File: src/sv/cvp_pkg.sv
// ----------------------------------------------------------------------------
// cvp_pkg
// Shared types and constants of the cascaded volume/pressure PI controller.
// ----------------------------------------------------------------------------
package cvp_pkg;

  // configuration register indexes
  localparam logic [2:0] REG_VOL_P   = 3'd0;
  localparam logic [2:0] REG_VOL_I   = 3'd1;
  localparam logic [2:0] REG_PRS_P   = 3'd2;
  localparam logic [2:0] REG_PRS_I   = 3'd3;
  localparam logic [2:0] REG_VOL_LIM = 3'd4;
  localparam logic [2:0] REG_PRS_LIM = 3'd5;
  localparam logic [2:0] REG_POS_LIM = 3'd6;
  localparam logic [2:0] REG_NEG_LIM = 3'd7;

  localparam int SumW  = 48;
  localparam int DivW  = 34;   // dividend width of the limit division
  localparam int QuoW  = 34;

  // datapath operations issued by the controller
  localparam logic [3:0] OP_NONE     = 4'd0;
  localparam logic [3:0] OP_LOAD     = 4'd1;  // latch item
  localparam logic [3:0] OP_VDIV     = 4'd2;  // volume error, start limit divide
  localparam logic [3:0] OP_VSUM     = 4'd3;  // volume sum update
  localparam logic [3:0] OP_VMUL     = 4'd4;  // volume products
  localparam logic [3:0] OP_VOUT     = 4'd5;  // volume output, pressure target
  localparam logic [3:0] OP_PDIVH    = 4'd6;  // start upper limit divide
  localparam logic [3:0] OP_PDIVL    = 4'd7;  // start lower limit divide
  localparam logic [3:0] OP_PSUM     = 4'd8;
  localparam logic [3:0] OP_PMUL     = 4'd9;
  localparam logic [3:0] OP_POUT     = 4'd10;
  localparam logic [3:0] OP_PTERR    = 4'd11; // pressure target and error
  localparam logic [3:0] OP_SAVEHI   = 4'd12; // keep upper quotient

  typedef struct packed {
    logic [3:0] op;
  } cvp_cmd_t;

  typedef struct packed {
    logic div_busy;
    logic vmode;
  } cvp_sts_t;

endpackage

File: src/sv/cvp_ctrl.sv
// ----------------------------------------------------------------------------
// cvp_ctrl
// Sequencer that steps the datapath through the PI loops for one item; the volume loop is skipped in pressure mode.
// ----------------------------------------------------------------------------
module cvp_ctrl
  import cvp_pkg::*;
(
  input  logic     clk,
  input  logic     rst_n,
  input  logic     in_fire,
  input  logic     out_fire,
  input  cvp_sts_t sts,
  output cvp_cmd_t cmd,
  output logic     in_ready,
  output logic     out_valid
);

  localparam logic [3:0] S_IDLE = 4'd0, S_VDIV = 4'd1, S_VWAIT = 4'd2,
    S_VSUM = 4'd3, S_VMUL = 4'd4, S_VOUT = 4'd5, S_PT = 4'd6,
    S_HDIV = 4'd7, S_HWAIT = 4'd8, S_LDIV = 4'd9, S_LWAIT = 4'd10,
    S_PSUM = 4'd11, S_PMUL = 4'd12, S_POUT = 4'd13, S_DONE = 4'd14;

  logic [3:0] st_r, st_nxt;

  // next state and command
  always_comb begin
    st_nxt = st_r;
    cmd.op = OP_NONE;
    unique case (st_r)
      S_IDLE:  if (in_fire) begin cmd.op = OP_LOAD; st_nxt = S_VDIV; end
      S_VDIV:  if (sts.vmode) begin cmd.op = OP_VDIV; st_nxt = S_VWAIT; end
               else st_nxt = S_PT;
      S_VWAIT: if (!sts.div_busy) st_nxt = S_VSUM;
      S_VSUM:  begin cmd.op = OP_VSUM; st_nxt = S_VMUL; end
      S_VMUL:  begin cmd.op = OP_VMUL; st_nxt = S_VOUT; end
      S_VOUT:  begin cmd.op = OP_VOUT; st_nxt = S_PT; end
      S_PT:    begin cmd.op = OP_PTERR; st_nxt = S_HDIV; end
      S_HDIV:  begin cmd.op = OP_PDIVH; st_nxt = S_HWAIT; end
      S_HWAIT: if (!sts.div_busy) begin cmd.op = OP_SAVEHI; st_nxt = S_LDIV; end
      S_LDIV:  begin cmd.op = OP_PDIVL; st_nxt = S_LWAIT; end
      S_LWAIT: if (!sts.div_busy) st_nxt = S_PSUM;
      S_PSUM:  begin cmd.op = OP_PSUM; st_nxt = S_PMUL; end
      S_PMUL:  begin cmd.op = OP_PMUL; st_nxt = S_POUT; end
      S_POUT:  begin cmd.op = OP_POUT; st_nxt = S_DONE; end
      S_DONE:  if (out_fire) st_nxt = S_IDLE;
      default: st_nxt = S_IDLE;
    endcase
  end

  always_ff @(posedge clk) begin
    if (!rst_n) st_r <= S_IDLE;
    else st_r <= st_nxt;
  end

  assign in_ready  = (st_r == S_IDLE);
  assign out_valid = (st_r == S_DONE);

endmodule

File: config.mk
export PLATFORM = sky130hd
export DESIGN_NAME = cvp_ctrl
export DESIGN_NICKNAME = d
export VERILOG_FILES = /design/src/sv/cvp_pkg.sv /design/src/sv/cvp_ctrl.sv
export SDC_FILE = /design/constraint.sdc
export NUM_CORES = 1
export LEC_CHECK = 0
export ABC_AREA = 1
export ABC_CLOCK_PERIOD_IN_PS = 1250
export BUFFER_PORTS_ARGS = -buffer_cell sky130_fd_sc_hd__buf_2
export CAP_MARGIN = 20
export CORE_AREA = 2 2 39 41
export DETAILED_ROUTE_END_ITERATION = 8
export DIE_AREA = 0 0 41 43
export GPL_TIMING_DRIVEN = 0
export PLACE_DENSITY = 0.61
export SLEW_MARGIN = 10
export SYNTH_ARGS = -nofsm -noshare
export SYNTH_HDL_FRONTEND = slang
export SYNTH_SLANG_ARGS = --single-unit
File: constraint.sdc
create_clock -name clk -period 1.25 [get_ports clk]
set_input_delay 0.375 -clock clk [delete_from_list [all_inputs] [get_ports clk]]
set_output_delay 0.375 -clock clk [all_outputs]
set_load 0.01 [all_outputs]
# Word level (Yosys, flattened, before mapping)
# Index checks and enable logic that the tools add are counted.
[classes] eq_ne=19 muxes=11 n_reduce_logical=2
[op_table] cell="one-hot mux 4 bit (15 select lines)" n=1
[op_table] cell="one-hot mux 4 bit (12 select lines)" n=1
[op_table] cell="equality test 4 bit, second input constant" n=7
[op_table] cell="two-way mux 4 bit" n=6
[op_table] cell="equality test 4 x 3 -> 1 bit, second input constant" n=4
[op_table] cell="inequality test 2 bit, second input constant" n=5
[op_table] cell="equality test 4 x 2 -> 1 bit, second input constant" n=2
[op_table] cell="AND reduction 5 bit" n=1
[op_table] cell="equality test 4 x 1 -> 1 bit, second input constant" n=1
[op_table] cell="logical NOT 4 bit" n=1
[op_table] cell="two-way mux 3 bit" n=1
[op_table] cell="two-way mux 2 bit" n=1
[op_table] cell="two-way mux 1 bit" n=1
[word_totals] ff_bits=4 out_inout_bits=6 word_cells=33

# Depth between registers and ports, before layout
[depth] depth_word=3 mapped_depth=8

# Least setup slack after synthesis
# Ideal clock, no wire load.
[synth_path] kind="reg-to-output" startpoint="register st_r[1]" endpoint="output port cmd[0] in the netlist's numbering" arrival_time_ps=1035 path_slack_ps=-160 path_stages_with_launch=6 cell_sequence="dfxtp_1 nor2_1 inv_1 nor2_1 nand2_1 o2111ai_1"
[synth_lines] element="start: declaration" line="cvp_ctrl.sv:23" rtl="logic [3:0] st_r, st_nxt;"
[synth_lines] element="start signal: assignment" line="cvp_ctrl.sv:52" rtl="else st_r <= st_nxt;"
[synth_lines] element="end: declaration" line="cvp_ctrl.sv:13" rtl="output cvp_cmd_t cmd,"

==> results.ini <==
[drt]
drtIter0Drc=7
ant_nets=0
avgViaCountPerCell=4.79
first_pass_iters=4
met2WireLength_um=687
wl_per_cell_um=10.9
wl_met1_um=605
drcViolationCount=0
highest_layer=met4
vias=599
finalWirelength_mm=1.37
route.met3.wl_um=48

[global_routing]
grt_overflow_total=0
grt_max_degree=8
antenna_found_initial=0
grt_first_pass_wirelength_mm=2.20
grt_pass1_vias=530
grt_usage_pct=18.3

[pwr]
p_comb_share_pct=68.4
p_leak_uw=0.000415
clkPwrFrac_pct=11.5
power_density_nw_per_um2=2140
power_uw=1590
p_int_uw=815
peakVddDrop_mv=1.26
p_sw_uw=773
sw_frac_of_total_pct=48.7
power_frac_seq_pct=20.1

[worst_setup_path]
critPathCaptureType=output pin
startpoint=st_r[1]$_SDFFE_PN0P_
slowest_delay_ns=0.39
cpLargestDelayFamily=flip-flops
arrival_ns=1.28
r2r_slack_ns=-0.04
reg2reg_depth=10
rr_startpoint=st_r[3]$_SDFFE_PN0P_
cp.required_ns=0.88
critPathLaunchType=register
regToRegEndpoint=st_r[3]$_SDFFE_PN0P_
slowest_stage=dfxtp_4
critPathKind=reg2out
worst-path-buf-inv=3
crit_chain=inv_4 > nor2_4 > nand2_2 > inv_2 > a21oi_4 > o2111ai_2 > buf_2
crit_fanout=6

[synth]
synthCells=82
synth_area_um2=447
yosys-top-cells-area=nand2_1 24%, dfxtp_1 18%, inv_1 7.6%, nor2_1 7.6%, nand3_1 6.7%
avgSynthCellArea_um2=5.45
synth_nets=88
synth_top_area_share_pct=23.5
synth.yosys.warnings=0
ys_types=18
seq_area_frac_synth_pct=17.9
synth_edf_count=0
ys_ff_latch=4
ys.flop_type=dfxtp_1
async_reset_ff_share_pct=0
synth.largest_area_cell=nand2_1

[sta]
hold_viol=0
max_slew_margin_pct=76.2
timing.final.crit_share_pct=133
worstMarginPinSlew_ns=0.355
clock_skew_ns=0.0122
drv_slew=0
fmax_ghz=0.603
grt_setup_unrepaired=true
fin_crit_ns=1.66
layout_setup_ws_ns=-0.408
setup_viol=8

[cells_and_area]
top_register=st_r
area_growth_pct=65.8
final_cell_mix=25 x nand2_1, 11 x buf_4, 10 x buf_2
largestRegisters=st_r: 4 flops
largest_reg_flops=4
nNetsFinal=116
final_common_cell=nand2_1
fill_cells=142
drive_above_1_share_pct=54.1
n_antenna_cell=0
stdcell_area_um2=741

[flow_run]
drv_cap=0

[die]
core_area_um2=1380
dieArea_um2=1760
die_x_um=41
die_h_um=43
initial_core_util_pct=32.3
rows=14
num_io_pins=12

[clock_tree]
clock_path_buffers=2
cts_buffers=3
clkTransAtPathRegs_ns=0.05
clock_sinks=4
cts_tree=yes
clock_latency_ns=0.25
cts.htree.levels=1
cts-root-buf=clkbuf_4

[outcome]
status=finished, violations left
violations=negative setup slack

[min_path]
hold_end=st_r[2]$_SDFFE_PN0P_
hp-start=rst_n
hold_path_depth=3
min_path_type=in2reg

[placement]
placed_cell_area_um2=551
gp_congestion=0.735
dp_hpwl_um=903
pre_cts_slack_ns=-0.181
port_buffers=11

power groups by stage:
stage | clock network (uW) | registers (uW) | logic (uW)
finish | 182 | 319 | 1090
global route | 205 | 327 | 1190
detailed placement | 0 | 289 | 723
CTS | 187 | 306 | 943
floorplan | 0 | 273 | 548
global placement | 0 | 286 | 719
synth_stat cells (2+ instances only):
library cell,number
nor2_4,2
dfxtp_1,4
nand3_1,6
o21ai_0,3
nand2_1,28
inv_1,9
a21oi_2,2
nor2_1,9
nor2_2,3
a21oi_1,2
inv_2,6
nand2_2,2
worst max path at each step:
stage / end / slack [ns] / depth (start not counted)
floorplan: cmd[1] / -0.01 / 6
global placement: cmd[0] / -0.18 / 7
detailed placement: cmd[0] / -0.18 / 7
CTS: cmd[0] / -0.38 / 7
global route: cmd[0] / -0.45 / 7
finish: cmd[0] / -0.41 / 7
stage by stage:
stage / util, % / TNS (ns) / instances / hold slack [ns]
after floorplan: - / -0.0157 / 82 / 0.473
after global placement: 39.8 / -0.639 / 109 / 0.536
after detailed placement: 39.8 / -0.634 / 109 / 0.545
after CTS: 50.1 / -2.05 / 123 / 0.363
after global routing: 53.5 / -2.79 / 125 / 0.365
final: 53.5 / -2.10 / 125 / 0.371
cells by family (layout without fill, tap and decap cells):
group,Yosys count,after routing,synth area share [%]
AO/OA/AOI/OAI,9,9,13.2
buffers and inverters,15,42,12.6
flip-flops,4,4,17.9
AND/OR/NAND/NOR,54,54,56.3
worst register-to-register path: stages (launching register included):
cell,delay [ns]
dfxtp_4,0.35
inv_2,0.10
nor2_4,0.06
buf_6,0.11
buf_4,0.12
nand2_1,0.08
a21oi_2,0.06
nor2_2,0.12
nand2_1,0.08
nand3_1,0.07
inv_1,0.04
final cells by class:
cell class | instances | area (um^2) | area share, %
clock buffers | 4 | 26.3 | 3.55
inverters | 15 | 61.3 | 8.28
multi-input cells | 63 | 383 | 51.7
flip-flops and latches | 4 | 95.1 | 12.8
well taps | 16 | 20.0 | 2.70
repair buffers | 23 | 155 | 20.9
what timing repair did:
item,4_1_cts,5_1_grt
gates resized for setup,15,8
setup buffers,10,2
setup endpoints to repair,6,10
hold buffers,0,0
pin swaps,9,5
layer usage:
metal,up-vias,track usage (%)
met4,0,8.00
li1,313,-
met1,269,24.0
met2,14,28.1
met5,-,0
met3,3,3.14
No activity file was read; power rests on OpenSTA's default activity.
